$ cat src/rtl/bia_pkg.sv
package bia_pkg;

   localparam int unsigned ENTRY_W   = 14;
   localparam int unsigned WORD_BITS = 32;
   localparam int unsigned BIT_W     = 5;

   localparam logic [ENTRY_W-1:0] LIMIT_RESET = 14'd8192;

   localparam logic CMD_ALLOC  = 1'b0;
   localparam logic CMD_FREE   = 1'b1;
   localparam logic POOL_INODE = 1'b0;
   localparam logic POOL_BLOCK = 1'b1;

   localparam logic CSR_INODE_LIMIT = 1'b0;
   localparam logic CSR_BLOCK_LIMIT = 1'b1;

   typedef enum logic [1:0] {
      ST_CLEAR,
      ST_IDLE,
      ST_SCAN,
      ST_FCHK
   } bia_state_type;

   // request as seen by the controller, limit already clamped to the map size
   typedef struct packed {
      logic               cmd;
      logic               pool;
      logic [ENTRY_W-1:0] entry;
      logic [ENTRY_W-1:0] lim;
   } bia_req_type;

   typedef struct packed {
      logic               valid;
      logic [ENTRY_W-1:0] granted;
      logic               failed;
      logic [ENTRY_W-1:0] free_rem;
   } bia_rsp_type;

endpackage

$ cat src/rtl/bia_ctrl.sv
module bia_ctrl #(
   parameter int unsigned MAP_BITS = 8192,
   parameter int unsigned ADDR_W   = 8
) (
   input  logic                              clock,
   input  logic                              reset,
   input  logic                              start,
   input  bia_pkg::bia_req_type              req,
   output logic                              busy,
   output bia_pkg::bia_rsp_type              rsp,
   output logic [ADDR_W:0]                   mem_raddr,
   input  logic [bia_pkg::WORD_BITS-1:0]     mem_rdata,
   output logic                              mem_we,
   output logic [ADDR_W:0]                   mem_waddr,
   output logic [bia_pkg::WORD_BITS-1:0]     mem_wdata
);

   localparam int unsigned EW = bia_pkg::ENTRY_W;
   localparam int unsigned WB = bia_pkg::WORD_BITS;
   localparam int unsigned BW = bia_pkg::BIT_W;

   bia_pkg::bia_state_type state_ff, state_in;

   logic [ADDR_W:0]   clr_cnt_ff, clr_cnt_in;
   logic              cmd_ff, cmd_in;
   logic              pool_ff, pool_in;
   logic [EW-1:0]     idx_ff, idx_in;
   logic [EW-1:0]     lim_ff, lim_in;
   logic [ADDR_W-1:0] scan_word_ff, scan_word_in;
   logic [EW-1:0]     inode_used_ff, inode_used_in;
   logic [EW-1:0]     block_used_ff, block_used_in;
   bia_pkg::bia_rsp_type rsp_ff, rsp_in;

   // request decode
   logic [EW-1:0] req_idx;
   logic          req_in_range;

   // scan datapath
   logic [ADDR_W-1:0] last_word;
   logic              at_last;
   logic [WB-1:0]     tail_mask;
   logic [WB-1:0]     taken_bits;
   logic              found;
   logic [BW-1:0]     zpos;
   logic [EW-1:0]     bit_num;
   logic              free_hit;

   // completion
   logic          done;
   logic          done_failed;
   logic [EW-1:0] done_granted;
   logic          done_pool;
   logic [EW-1:0] done_lim;
   logic [EW-1:0] used_old;
   logic [EW-1:0] used_new;

   assign req_idx = (req.pool == bia_pkg::POOL_BLOCK) ? req.entry : req.entry - EW'(1);

   always_comb begin
      if (req.pool == bia_pkg::POOL_BLOCK) begin
         req_in_range = req.entry < req.lim;
      end else begin
         req_in_range = (req.entry != '0) && (req.entry <= req.lim);
      end
   end

   assign last_word = ADDR_W'((lim_ff - EW'(1)) >> BW);
   assign at_last   = scan_word_ff == last_word;

   // bits past the limit in the last word count as taken
   always_comb begin
      if (at_last && (lim_ff[BW-1:0] != '0)) begin
         tail_mask = (WB'(1) << lim_ff[BW-1:0]) - WB'(1);
      end else begin
         tail_mask = '1;
      end
   end

   assign taken_bits = mem_rdata | ~tail_mask;
   assign found      = taken_bits != '1;

   always_comb begin
      zpos = '0;
      for (int b = WB - 1; b >= 0; b--) begin
         if (!taken_bits[b]) begin
            zpos = BW'(b);
         end
      end
   end

   assign bit_num  = EW'({scan_word_ff, zpos});
   assign free_hit = mem_rdata[idx_ff[BW-1:0]];

   // next state
   always_comb begin
      state_in = state_ff;
      unique case (state_ff)
         bia_pkg::ST_CLEAR: begin
            if (clr_cnt_ff == '1) begin
               state_in = bia_pkg::ST_IDLE;
            end
         end
         bia_pkg::ST_IDLE: begin
            if (start) begin
               if (req.cmd == bia_pkg::CMD_ALLOC && req.lim != '0) begin
                  state_in = bia_pkg::ST_SCAN;
               end else if (req.cmd == bia_pkg::CMD_FREE && req_in_range) begin
                  state_in = bia_pkg::ST_FCHK;
               end
            end
         end
         bia_pkg::ST_SCAN: begin
            if (found || at_last) begin
               state_in = bia_pkg::ST_IDLE;
            end
         end
         bia_pkg::ST_FCHK: begin
            state_in = bia_pkg::ST_IDLE;
         end
         default: begin
            state_in = bia_pkg::ST_IDLE;
         end
      endcase
   end

   // pool whose used count a completion updates
   assign done_pool = (state_ff == bia_pkg::ST_IDLE) ? req.pool : pool_ff;

   // datapath and memory control
   always_comb begin
      clr_cnt_in   = clr_cnt_ff;
      cmd_in       = cmd_ff;
      pool_in      = pool_ff;
      idx_in       = idx_ff;
      lim_in       = lim_ff;
      scan_word_in = scan_word_ff;
      mem_raddr    = {pool_ff, scan_word_ff + ADDR_W'(1)};
      mem_we       = 1'b0;
      mem_waddr    = {pool_ff, scan_word_ff};
      mem_wdata    = mem_rdata;
      done         = 1'b0;
      done_failed  = 1'b1;
      done_granted = '0;
      done_lim     = lim_ff;
      used_new     = used_old;

      unique case (state_ff)
         bia_pkg::ST_CLEAR: begin
            mem_we     = 1'b1;
            mem_waddr  = clr_cnt_ff;
            mem_wdata  = '0;
            clr_cnt_in = clr_cnt_ff + (ADDR_W + 1)'(1);
         end
         bia_pkg::ST_IDLE: begin
            cmd_in       = req.cmd;
            pool_in      = req.pool;
            idx_in       = req_idx;
            lim_in       = req.lim;
            scan_word_in = '0;
            done_lim     = req.lim;
            if (req.cmd == bia_pkg::CMD_ALLOC) begin
               mem_raddr = {req.pool, ADDR_W'(0)};
            end else begin
               mem_raddr = {req.pool, ADDR_W'(req_idx >> BW)};
            end
            // empty pool or bad free number: answer at once, no state change
            if (start) begin
               if (req.cmd == bia_pkg::CMD_ALLOC) begin
                  done = req.lim == '0;
               end else begin
                  done = !req_in_range;
               end
            end
         end
         bia_pkg::ST_SCAN: begin
            scan_word_in = scan_word_ff + ADDR_W'(1);
            if (found) begin
               mem_we       = 1'b1;
               mem_wdata    = mem_rdata | (WB'(1) << zpos);
               done         = 1'b1;
               done_failed  = 1'b0;
               done_granted = (pool_ff == bia_pkg::POOL_BLOCK) ? bit_num : bit_num + EW'(1);
               used_new     = used_old + EW'(1);
            end else if (at_last) begin
               done = 1'b1;
            end
         end
         bia_pkg::ST_FCHK: begin
            mem_waddr = {pool_ff, ADDR_W'(idx_ff >> BW)};
            mem_wdata = mem_rdata & ~(WB'(1) << idx_ff[BW-1:0]);
            done      = 1'b1;
            if (free_hit) begin
               mem_we      = 1'b1;
               done_failed = 1'b0;
               if (used_old != '0) begin
                  used_new = used_old - EW'(1);
               end
            end
         end
         default: begin
         end
      endcase
   end

   assign used_old = (done_pool == bia_pkg::POOL_BLOCK) ? block_used_ff : inode_used_ff;

   always_comb begin
      inode_used_in = inode_used_ff;
      block_used_in = block_used_ff;
      if (done) begin
         if (done_pool == bia_pkg::POOL_BLOCK) begin
            block_used_in = used_new;
         end else begin
            inode_used_in = used_new;
         end
      end
      rsp_in.valid    = done;
      rsp_in.granted  = done_granted;
      rsp_in.failed   = done_failed;
      rsp_in.free_rem = (done_lim > used_new) ? done_lim - used_new : '0;
   end

   always_ff @(posedge clock) begin
      if (reset) begin
         state_ff      <= bia_pkg::ST_CLEAR;
         clr_cnt_ff    <= '0;
         inode_used_ff <= '0;
         block_used_ff <= '0;
         rsp_ff.valid  <= 1'b0;
      end else begin
         state_ff      <= state_in;
         clr_cnt_ff    <= clr_cnt_in;
         inode_used_ff <= inode_used_in;
         block_used_ff <= block_used_in;
         rsp_ff.valid  <= rsp_in.valid;
      end
      rsp_ff.granted  <= rsp_in.granted;
      rsp_ff.failed   <= rsp_in.failed;
      rsp_ff.free_rem <= rsp_in.free_rem;
   end

   always_ff @(posedge clock) begin
      cmd_ff          <= cmd_in;
      pool_ff         <= pool_in;
      idx_ff          <= idx_in;
      lim_ff          <= lim_in;
      scan_word_ff    <= scan_word_in;
   end

   assign busy = state_ff != bia_pkg::ST_IDLE;
   assign rsp  = rsp_ff;

`ifndef ASSERT_OFF
   a_reset_clears: assert property (@(posedge clock)
      reset |=> state_ff == bia_pkg::ST_CLEAR)
      else $error("reset did not start the clearing pass");

   a_write_owner: assert property (@(posedge clock) disable iff (reset)
      mem_we |-> state_ff != bia_pkg::ST_IDLE)
      else $error("map write while idle");

   a_success_wrote: assert property (@(posedge clock) disable iff (reset)
      rsp_ff.valid && !rsp_ff.failed |-> $past(mem_we))
      else $error("successful request left the map unchanged");

   a_fail_no_grant: assert property (@(posedge clock) disable iff (reset)
      rsp_ff.valid && (rsp_ff.failed || cmd_ff == bia_pkg::CMD_FREE)
      |-> rsp_ff.granted == '0)
      else $error("number granted on a failed or free request");

   a_used_bound: assert property (@(posedge clock) disable iff (reset)
      32'(inode_used_ff) <= MAP_BITS && 32'(block_used_ff) <= MAP_BITS)
      else $error("used count beyond map size");
`endif

endmodule

$ cat config.mk
export PLATFORM = sky130hd
export DESIGN_NAME = bia_ctrl
export DESIGN_NICKNAME = d
export VERILOG_FILES = /design/src/rtl/bia_pkg.sv /design/src/rtl/bia_ctrl.sv
export SDC_FILE = /design/constraint.sdc
export NUM_CORES = 1
export LEC_CHECK = 0
export ABC_AREA = 1
export BUFFER_PORTS_ARGS = -buffer_cell sky130_fd_sc_hd__buf_2
export CAP_MARGIN = 20
export CORE_ASPECT_RATIO = 1.75
export CORE_MARGIN = 4
export CORE_UTILIZATION = 29
export DETAILED_ROUTE_END_ITERATION = 7
export PLACE_DENSITY = 0.51
export SYNTH_ARGS = -nofsm -noshare
export SYNTH_HDL_FRONTEND = slang
export SYNTH_SLANG_ARGS = --single-unit
export TNS_END_PERCENT = 30
$ cat constraint.sdc
create_clock -name clock -period 5.65 [get_ports clock]
set_input_delay 0.2825 -clock clock [delete_from_list [all_inputs] [get_ports clock]]
set_output_delay 0.2825 -clock clock [all_outputs]
set_load 0.01 [all_outputs]
==> metrics.csv, run 1 <==
stage,metric,value,unit
outcome,status,"finished, final reports clean",
worst_setup_path,endpoint_kind,primary output,
logic_synthesis,yosysSeqAreaShare,24.3,%
logic_synthesis,synth.top_cell.area_share,17.7,%
sta,hold_viol,0,
worst_setup_path,path_max_fanout,7,
global_route,grt_pass1_vias,10825,
drt,vias,11075,
logic_synthesis,syn_inst,1485,
hold_path,hp-class,in2reg,
logic_synthesis,synth_compound_area_share,21.2,%
worst_setup_path,slowest_delay,370,ps
pwr,power,5.43,mW
clocking,cts_max_level,3,
logic_synthesis,avgSynthCellArea,6.41,um^2
worst_setup_path,cpMostUsedCell,nand2_1,
sta,period_needed,5290,ps
layout,num-nets-final,1789,
pwr,p_leak,5.47,nW
drt,post_drt_wl_per_cell,20.0,um
placement,dp_slack,-68.5,ps
logic_synthesis,synthTopCellsByArea,"dfxtp_1 18%, nand2_1 11%, inv_1 7.1%",
worst_setup_path,crit_path_start_kind,register,
clocking,cts_tree,done,
drt,drc,0,
worst_setup_path,critical_path.slowest_cell,dfxtp_4,
sta,worst_hold_slack,209,ps
logic_synthesis,synthArstFlopShare,0,%
logic_synthesis,yosys_most_used_dff,dfxtp_1,
logic_synthesis,yosysWarnings,0,
sta,drv_slew,0,
floorplanning,start_util,29.5,%
global_route,grt_max_degree,66,
placement,dp_cells,2047,
sta,rsz0062_at_grt,true,
logic_synthesis,yosys.area_share.simple,33.8,%
global_route,groute.usage.overall,22.5,%
placement,port_buffers,146,
global_route,grt-ovfl-total,0,
drt,drt_iter0_drc,639,
clocking,cts_buffers,9,
placement,gp_congestion,0.952,
layout,drive_gt1_share,24.4,%
global_route,top_usage_layer,met2,
floorplanning,die-width,145,um
global_route,grt_pass1_wl,62500,um
floorplanning,die_h,248,um
clocking,cts_sinks,105,
floorplanning,rows,87,
logic_synthesis,synth_cell_types,59,
sta,fmax,189,MHz
floorplanning,die-area,0.0359,mm^2
sta,tightest_slew,1000,ps
global_route,grtUsageMet2,44.6,%
drt,drt-total-wl,41700,um
clocking,cts_buffer_depth,2,
global_route,grtUsageMet1,21.7,%
placement,hpwl,34600,um
logic_synthesis,synth_enable_flop_cells,21,
logic_synthesis,syn_nets,1596,
logic_synthesis,synth_top_family_by_area,simple AND/OR/NAND/NOR gates,
sta,setup_ws,356,ps
global_route,antenna_found_initial,0,
clocking,clk_pin_slew_worst_paths,80,ps
logic_synthesis,muxShareOfSynthArea,0,%
clocking,cts_root_buf,clkbuf_16,
logic_synthesis,synth_seq_cells,105,
worst_setup_path,worstPathArrival,5010,ps
layout,syn_to_final_growth,23.5,%
layout,layoutNonFillerInstCount,2083,
worst_setup_path,critPathKind,reg2out,
drt,firstDrtPassIters,8,
clocking,ctsHoldBuffers,0,
pwr,powerDensity,462,mW/mm^2
sta,finalClockSkew,12.5,ps
floorplanning,core_area,0.0323,mm^2
drt,routed_via_density,5.32,
sta,fin_crit_sh,93.7,%
clocking,clk_latency,370,ps
pwr,ir_drop,238,uV
logic_synthesis,synth_top_area_cell,dfxtp_1,
global_route,met3_usage,2.43,%
logic_synthesis,synth_area,0.00952,mm^2
sta,slew_headroom,32.9,%
drt,ant_nets,0,
logic_synthesis,synth-xor-area-share,3.86,%
flow_run,cap_violations,0,
floorplanning,ios,147,
layout,diodes,0,
logic_synthesis,synth_adder_area_share,6.12,%
worst_setup_path,required,5370,ps
sta,setup_viol,0,
stage by stage:
step                setup TNS, ps  utilization (%)  cell area [um^2]
floorplan                       0                -              9520
global placement            -90.6             34.1             11000
detailed placement           -521             34.1             11000
CTS                             0             35.1             11400
global route                 -568             36.4             11800
finish                          0             36.4             11800
state kept, by name, summed over array words and instances, names as in the netlist:
name,flops
block_used_ff,14
lim_ff,14
scan_word_ff,8
rsp,30
idx_ff,13
clr_cnt_ff,9
pool_ff,1
inode_used_ff,14
state_ff,2
where the power goes:
part	internal [mW]	switching [mW]
Sequential	0.934	0.142
Clock	0.313	0.325
Combinational	1.39	2.33
Total	2.64	2.79
logic make-up (layout without fill, tap and decap cells):
family                     after synthesis  in the layout
and+or+nand+nor                        689            689
AOI/OAI and AO/OA                      343            343
DFF                                    105            105
xor gates and xnor gates                42             42
adders and majority gates               46             46
buffers and inverters                  260            458
cells in the final DEF, fill, tap and decap left out, types with 31 or more instances in the layout:
master   count
nand2_1    263
inv_1      178
buf_2      146
nor2_1     131
nand3_1    107
o21ai_0    107
a21oi_1    105
buf_4       85
dfxtp_1     78
nand4_1     42
ha_1        39
xor2_1      31
routing by layer:
layer  routed length, um  part of all wire [%]
met5                   0                     0
met4                3140                   7.5
met3                1720                   4.1
met2               22500                    54
met1               14300                    34
layout make-up:
class | instances | area (um^2)
clock buffer | 9 | 225
clock inverter | 7 | 67.6
fill | 3582 | 20600
inverter | 207 | 781
multi-input combinational | 1120 | 6420
sequential | 105 | 2330
tap | 400 | 500
timing repair buffer | 235 | 1430
final timing paths:
check	cells after the start	slack, ps	from	end
min	2	210	reset	inode_used_ff[0]
max	48	360	lim_ff[2]	mem_wdata[9]
max reg2reg	26	440	idx_ff[1]	rsp[5]
min reg2reg	2	470	block_used_ff[0]	block_used_ff[0]
cell usage after synthesis, types with 11 or more instances:
library cell    n
nand2_2        13
a22oi_1        17
nand2_1       276
nand4_1        42
dfxtp_1        84
nor3_1         36
xor2_1         31
o211ai_1       12
ha_1           45
nand3_1       109
or2_2          17
nor2_1        146
o22ai_1        15
edfxtp_1       21
clkbuf_1       33
o21ai_0       123
nor2_2         13
o21ai_1        16
xnor2_1        11
inv_1         181
a21oi_1       106
inv_2          21
worst max-delay path: cells and delay by family (launching register included):
kind | cells | cell delay [ps]
adder cells (fa/ha/maj) | 1 | 180
buffers and inverters | 5 | 650
AO/OA/AOI/OAI | 3 | 450
flip-flops | 1 | 370
AND/OR/NAND/NOR | 39 | 2990
timing repair:
| action | in CTS | in global routing |
|---|---|---|
| buffers inserted | 2 | 18 |
| resized for setup | 7 | 86 |
| setup endpoints to repair | 28 | 45 |
| gates cloned | 0 | 0 |
| pin swaps | 1 | 23 |
(Power assumes the default switching activity.)
==> inputs of run 2 (changes only) <==
--- a/config.mk
+++ b/config.mk
@@ -5,7 +5,6 @@
 export SDC_FILE = /design/constraint.sdc
 export NUM_CORES = 1
 export LEC_CHECK = 0
-export ABC_AREA = 1
 export BUFFER_PORTS_ARGS = -buffer_cell sky130_fd_sc_hd__buf_2
 export CAP_MARGIN = 20
 export CORE_ASPECT_RATIO = 1.75
==> run 2 against run 1 <==
Against the previous run: the flow now finishes with violations (negative setup slack); die area decreased by 2.4%; non-clock buffer count is 132 higher; maximum frequency shrank 6.5%; design area up 8.1%; utilization rose by 3.9 points; first-iteration DRC count increased by 9.5%; register-to-register slack got worse by 450 ps; total power increased by 24%.
==> metrics.csv, run 2 <==
stage,metric,value,unit,change
layout,most-common-layout-cells,"209 x buf_4, 146 x buf_2, 138 x nand2_1, 114 x nor2_1, 88 x o21ai_0",,
logic_synthesis,synthArstFlopShare,0,%,unchanged
worst_setup_path,critical_path.slowest_cell,or4_4,,
global_route,grtUsageMet2,47.1,%,+2.4 points
clocking,cts_max_level,3,,unchanged
logic_synthesis,yosysWarnings,0,,unchanged
sta,rsz0062_at_grt,true,,
global_route,met3_usage,3.16,%,+0.73 points
logic_synthesis,synth_area,0.00928,mm^2,-2.5%
sta,tightest_slew,946,ps,-58.6 ps
sta,drv_slew,0,,unchanged
logic_synthesis,synth_seq_cells,105,,unchanged
floorplanning,start_util,29.4,%,about the same
logic_synthesis,syn_nets,1339,,-16%
pwr,power.internal,3.49,mW,+32%
floorplanning,ios,147,,unchanged
drt,firstDrtPassIters,7,,-1
logic_synthesis,synthTopCellsByArea,"dfxtp_1 18%, edfxtp_1 6.8%, ha_1 6.1%",,
layout,num-nets-final,1635,,-8.6%
worst_setup_path,path_max_fanout,7,,unchanged
worst_setup_path,endpoint_kind,register,,
layout,final_common_cell,buf_4,,
worst_setup_path,worstRegToRegCells,28,,+7.7%
pwr,switching_share,48.3,%,-3.1 points
drt,drc,0,,unchanged
global_route,antenna_found_initial,0,,unchanged
sta,fin_crit_sh,100,%,+6.5 points
sta,slew_headroom,36.3,%,+3.4 points
sta,fmax,177,MHz,-6.5%
global_route,groute.usage.overall,24.6,%,+2.1 points
floorplanning,die-area,0.0350,mm^2,-2.4%
pwr,ir_drop,219,uV,-8.0%
logic_synthesis,synth_enable_flop_cells,21,,unchanged
logic_synthesis,synth.top_cell.area_share,18.1,%,+0.46 points
sta,setup_viol,4,,+4
placement,dpl_cell_area,0.0117,mm^2,+5.9%
floorplanning,die-width,143,um,-1.2%
global_route,grt_pass1_wl,64500,um,+3.1%
floorplanning,core_area,0.0315,mm^2,-2.5%
outcome,status,finished with violations,,
drt,drt-total-wl,44800,um,+7.2%
global_route,grt-ovfl-total,0,,unchanged
global_route,grtUsageMet1,22.0,%,+0.30 points
worst_setup_path,crit_path_start_kind,register,,
drt,vias,11017,,-0.52%
logic_synthesis,synth_cell_types,83,,+41%
sta,setup_ws,-11.5,ps,-367 ps
pwr,seqPwrFrac,17.8,%,-2.0 points
placement,port_buffers,146,,unchanged
pwr,power,6.75,mW,+24%
pwr,power.switching,3.26,mW,+17%
logic_synthesis,yosys_most_used_dff,dfxtp_1,,
logic_synthesis,yosysMostFrequentCell,nand2_1,,
logic_synthesis,yosysSeqAreaShare,24.9,%,+0.63 points
pwr,clock_power_share,10.0,%,-1.8 points
worst_setup_path,slowest_delay,520,ps,+150 ps
clocking,cts_buffer_depth,2,,unchanged
clocking,cts_buffers,9,,unchanged
hold_path,hold_depth,2,,unchanged
sta,hold_viol,0,,unchanged
worst_setup_path,worstPathArrival,5960,ps,+950 ps
sta,finalClockSkew,10.1,ps,-2.40 ps
clocking,clk_latency,370,ps,about the same
global_route,grt_max_degree,52,,-21%
floorplanning,die_h,245,um,-1.2%
pwr,p_leak,5.38,nW,-1.6%
logic_synthesis,synth_top_area_cell,dfxtp_1,,
placement,gp_congestion,1.01,,+5.9%
global_route,top_usage_layer,met2,,
clocking,clk_pin_slew_worst_paths,80,ps,about the same
worst_setup_path,r2r_slack,-10,ps,-450 ps
layout,largest_reg_flops,30,,unchanged
clocking,ctsHoldBuffers,0,,unchanged
logic_synthesis,avgSynthCellArea,7.56,um^2,+18%
layout,syn_to_final_growth,36.9,%,
drt,drt_iter0_drc,700,,+9.5%
worst_setup_path,critPathKind,reg2reg,,
sta,period_needed,5660,ps,+367 ps
worst_setup_path,required,5950,ps,+580 ps
outcome,violations,negative setup slack,,
placement,hpwl,35900,um,+3.8%
pwr,combPwrFrac,72.1,%,+3.7 points
floorplanning,rows,86,,-1.1%
global_route,grt_pass1_vias,10836,,+0.10%
hold_path,hp-class,in2reg,,
flow_run,cap_violations,0,,unchanged
layout,postLayoutCellArea,0.0127,mm^2,+8.1%
layout,diodes,0,,unchanged
logic_synthesis,syn_inst,1228,,-17%
sta,worst_hold_slack,213,ps,+4.37 ps
clocking,cts_sinks,105,,unchanged
drt,post_drt_wl_per_cell,23.2,um,+16%
drt,ant_nets,0,,unchanged
logic_synthesis,ys_top_cells_by_count,"138 x nand2_1, 115 x nor2_1, 97 x o21ai_0",,
layout,drive_gt1_share,32.8,%,+8.4 points
pwr,powerDensity,531,mW/mm^2,+15%
clocking,cts_tree,done,,
drt,routed_via_density,5.72,,+7.6%
clocking,cts_root_buf,clkbuf_16,,
[run 2: cell types whose count changed after synthesis, moves of 26 or more]
cell and delta:
a21oi_1 -36, clkbuf_1 +31, inv_1 -129, mux2i_1 +33
nand2_1 -138, nand3_1 -68, nor2_1 -31, o21ai_0 -26
[run 2: worst max-delay path: cells and delay by family, from the launching register on]
family	cells	cell delay, ps
adders and majority gates	2	620
and+or+nand+nor	8	1860
buffers and inverters	6	980
DFF	1	370
AOI/OAI and AO/OA	12	1780
[run 2: timing repair]
item | 4_1_cts | 5_1_grt
pin swaps | 22 | 27
setup endpoints to repair | 14 | 38
gates cloned | 1 | 1
gates resized for setup | 42 | 50
setup buffers | 13 | 20
[run 2: final timing paths]
kind	start	endpoint
hold reg to reg	lim_ff[13]	lim_ff[13]
setup / recovery	lim_ff[2]	rsp[5]
setup reg to reg	lim_ff[2]	rsp[5]
hold / removal	req[13]	lim_ff[13]
[run 2: cell type report]
cell class              instances  area [um^2]
well taps                     396          495
inverters                      53          200
multi-input cells             988         6900
fillers                      3343        18800
clock inverters                 7         86.3
repair buffers                367         2480
flip-flops and latches        105         2320
clock buffers                   9          225
[run 2: kinds of logic after synthesis]
| family | after synthesis | synth area share (%) |
|---|---|---|
| DFF | 105 | 24.9 |
| muxes | 54 | 7.32 |
| AOI/OAI and AO/OA | 365 | 26.2 |
| adders and majority gates | 46 | 6.28 |
| and+or+nand+nor | 476 | 25.2 |
| buffers and inverters | 136 | 5.78 |
| xor gates and xnor gates | 46 | 4.34 |
[run 2: layer usage]
| layer | routed length, um | share of wire [%] |
|---|---|---|
| met5 | 0 | 0 |
| met4 | 4580 | 10 |
| met3 | 2080 | 4.7 |
| met2 | 23900 | 54 |
| met1 | 14100 | 32 |
[run 2: metrics by stage]
stage	instances	setup WS (ps)	setup TNS (ps)	utilization, %
after floorplan	1228	-421	-5320	-
after global placement	1874	-292	-3300	37.0
after detailed placement	1874	-344	-3750	37.0
after CTS	1904	11.1	0	39.0
after global routing	1925	-289	-3980	40.3
final	1925	-11.5	-28.7	40.3
[run 2: power groups by stage]
| stage | clock network (mW) | logic [mW] | registers, mW |
|---|---|---|---|
| 6_report | 0.676 | 4.87 | 1.20 |
| 2_1_floorplan | 0 | 2.49 | 1.16 |
| 4_1_cts | 0.692 | 4.53 | 1.21 |
| 3_5_place_dp | 0 | 4.35 | 1.21 |
| 5_1_grt | 0.720 | 5.23 | 1.23 |
| 3_3_place_gp | 0 | 4.35 | 1.20 |
==> inputs of run 3 (changes only) <==
--- a/config.mk
+++ b/config.mk
@@ -7,11 +7,13 @@
 export LEC_CHECK = 0
 export BUFFER_PORTS_ARGS = -buffer_cell sky130_fd_sc_hd__buf_2
 export CAP_MARGIN = 20
+export CELL_PAD_IN_SITES_DETAIL_PLACEMENT = 1
+export CELL_PAD_IN_SITES_GLOBAL_PLACEMENT = 2
 export CORE_ASPECT_RATIO = 1.75
 export CORE_MARGIN = 4
 export CORE_UTILIZATION = 29
 export DETAILED_ROUTE_END_ITERATION = 7
-export PLACE_DENSITY = 0.51
+export PLACE_DENSITY = 0.78
 export SYNTH_ARGS = -nofsm -noshare
 export SYNTH_HDL_FRONTEND = slang
 export SYNTH_SLANG_ARGS = --single-unit
==> run 3 against run 2 <==
Against the previous run: routed wire length is 7.0% higher; sequential power hardly changed; count of clock-buffer cells in the layout is 1 higher; register-to-register slack worse by 140 ps; combinational power is 6.4% higher; the run still ends with negative setup slack left; total power is 5.2% higher; worst setup slack worse by 140 ps; sequential cell count stayed put; via count is 2.0% higher; final cell count is 0.47% higher; design area is 0.73% higher.
==> metrics.csv, run 3 (synthesized netlist as in run 2, its figures left out) <==
stage,metric,value,unit,change
global_route,grt_max_degree,52,,unchanged
pwr,power,7.10,mW,+5.2%
drt,vias,11233,,+2.0%
layout,diodes,0,,unchanged
clocking,cts_tree,done,,
clocking,clk_latency,370,ps,about the same
sta,setup_viol,14,,+10
sta,tightest_slew,913,ps,-33.4 ps
global_route,met3_usage,2.20,%,-0.96 points
placement,gp_congestion,0.962,,-4.6%
flow_run,cap_violations,0,,unchanged
floorplanning,die_h,245,um,unchanged
sta,fin_crit_sh,103,%,+2.5 points
worst_setup_path,slowest_delay,540,ps,+20 ps
worst_setup_path,worstPathArrival,6090,ps,+130 ps
outcome,violations,negative setup slack,,
worst_setup_path,path_max_fanout,6,,-1
layout,utilization,40.6,%,+0.29 points
clocking,cts_buffers,9,,unchanged
drt,post_drt_wl_per_cell,24.8,um,+6.5%
layout,fill_cells,3893,,+16%
floorplanning,rows,86,,unchanged
floorplanning,die-area,0.0350,mm^2,unchanged
drt,drc,0,,unchanged
sta,slew_headroom,38.6,%,+2.2 points
hold_path,hold_path.startpoint,req[12],,
global_route,grt_pass1_wl,70000,um,+8.6%
worst_setup_path,critical_path.slowest_cell,or4_4,,
drt,drt_iter0_drc,604,,-14%
global_route,grtUsageMet2,51.8,%,+4.8 points
floorplanning,start_util,29.4,%,unchanged
placement,dp_cells,1884,,+0.53%
sta,fin_tns_setup,-1800,ps,-1770 ps
worst_setup_path,cpMostUsedCell,buf_4,,
global_route,groute.usage.overall,26.6,%,+2.0 points
outcome,status,finished with violations,,
sta,rsz0062_at_grt,true,,
pwr,p_leak,5.44,nW,+1.0%
worst_setup_path,worstReg2RegStart,lim_ff[2],,
layout,multi_input_area,0.00687,mm^2,-0.40%
drt,firstDrtPassIters,7,,unchanged
sta,hold_viol,0,,unchanged
pwr,powerDensity,554,mW/mm^2,+4.4%
layout,most-common-layout-cells,"215 x buf_4, 146 x buf_2, 137 x nand2_1, 113 x nor2_1, 88 x o21ai_0",,
placement,hpwl,38700,um,+7.9%
drt,routed_via_density,5.81,,+1.5%
pwr,combPwrFrac,73.0,%,+0.9 points
worst_setup_path,critPathKind,reg2reg,,
layout,num-nets-final,1644,,+0.55%
worst_setup_path,crit_path_start_kind,register,,
sta,drv_slew,0,,unchanged
layout,drive_gt1_share,32.8,%,about the same
hold_path,hp-class,in2reg,,
worst_setup_path,endpoint_kind,register,,
pwr,power.switching,3.42,mW,+5.0%
clocking,cts_buffer_depth,2,,unchanged
worst_setup_path,path_buf_inv,8,,+2
layout,syn_to_final_growth,37.9,%,
worst_setup_path,required,5940,ps,about the same
sta,fmax,172,MHz,-2.4%
pwr,ir_drop,205,uV,-6.5%
drt,ant_nets,0,,unchanged
placement,dpl_cell_area,0.0118,mm^2,+0.64%
global_route,grt_pass1_vias,11870,,+9.5%
clocking,ctsHoldBuffers,0,,unchanged
pwr,seqPwrFrac,16.9,%,-0.9 points
clocking,clk_pin_slew_worst_paths,70,ps,about the same
clocking,cts_sinks,105,,unchanged
global_route,grtUsageMet1,23.3,%,+1.3 points
layout,register_area,0.00232,mm^2,unchanged
floorplanning,core_area,0.0315,mm^2,unchanged
placement,port_buffers,146,,unchanged
layout,postLayoutCellArea,0.0128,mm^2,+0.73%
layout,largest_reg_flops,30,,unchanged
drt,drt-total-wl,47900,um,+7.0%
worst_setup_path,critical_path.top_delay_family,compound AO/OA/AOI/OAI gates,,
layout,layoutNonFillerInstCount,1934,,+0.47%
global_route,top_usage_layer,met2,,
worst_setup_path,crit_start,lim_ff[2],,
pwr,switching_share,48.2,%,-0.095 points
clocking,cts_root_buf,clkbuf_16,,
layout,final_common_cell,buf_4,,
sta,setup_ws,-150,ps,-139 ps
pwr,power.internal,3.67,mW,+5.4%
sta,finalClockSkew,9.99,ps,-0.113 ps
floorplanning,die-width,143,um,unchanged
global_route,grt-ovfl-total,0,,unchanged
pwr,clock_power_share,10.1,%,about the same
clocking,cts_max_level,3,,unchanged
sta,period_needed,5800,ps,+139 ps
global_route,antenna_found_initial,0,,unchanged
floorplanning,ios,147,,unchanged
## run 3: worst register-to-register path, delay by kind of cell (launching register included)
family | cells | cell delay [ps]
DFF | 1 | 360
adders and majority gates | 2 | 590
buffers and inverters | 8 | 1210
AOI/OAI and AO/OA | 12 | 1940
and+or+nand+nor | 8 | 1620
## run 3: worst paths after layout
kind,endpoint,slack [ps],depth (start not counted)
worst max-delay path,rsp[7],-150,30
worst min-delay path,lim_ff[12],210,2
worst max register to register,rsp[7],-150,30
worst min register to register,lim_ff[13],480,1
## run 3: per-layer routing
layer / share of wire (%) / wire [um]
met5: 0 / 0
met3: 3.5 / 1690
met4: 11 / 5120
met2: 54 / 26000
met1: 32 / 15100
## run 3: area by class of cell
cell class / instances / share of cell area (%)
well taps: 396 / 3.87
flip-flops and latches: 105 / 18.2
inverters: 53 / 1.55
clock inverters: 6 / 0.753
multi-input cells: 987 / 53.6
repair buffers: 377 / 20.2
clock buffers: 10 / 1.87
## run 3: what timing repair did
item,in CTS,in global routing
pin swaps,29,33
endpoints found under the setup margin,17,28
gates resized for setup,67,27
buffers inserted,22,12
## run 3: per-stage QoR
| stage | hold slack (ps) | worst slack [ps] |
|---|---|---|
| global placement | 462 | -402 |
| global route | 224 | -432 |
| detailed placement | 467 | -581 |
| floorplan | 425 | -421 |
| CTS | 206 | -8.55 |
| finish | 210 | -150 |
## run 3: power by group through the flow
| stage | registers, mW | logic (mW) | clock network, mW |
|---|---|---|---|
| floorplan | 1.16 | 2.49 | 0 |
| CTS | 1.20 | 4.95 | 0.740 |
| detailed placement | 1.20 | 4.53 | 0 |
| finish | 1.20 | 5.18 | 0.720 |
| global placement | 1.19 | 4.46 | 0 |
| global route | 1.22 | 5.56 | 0.762 |
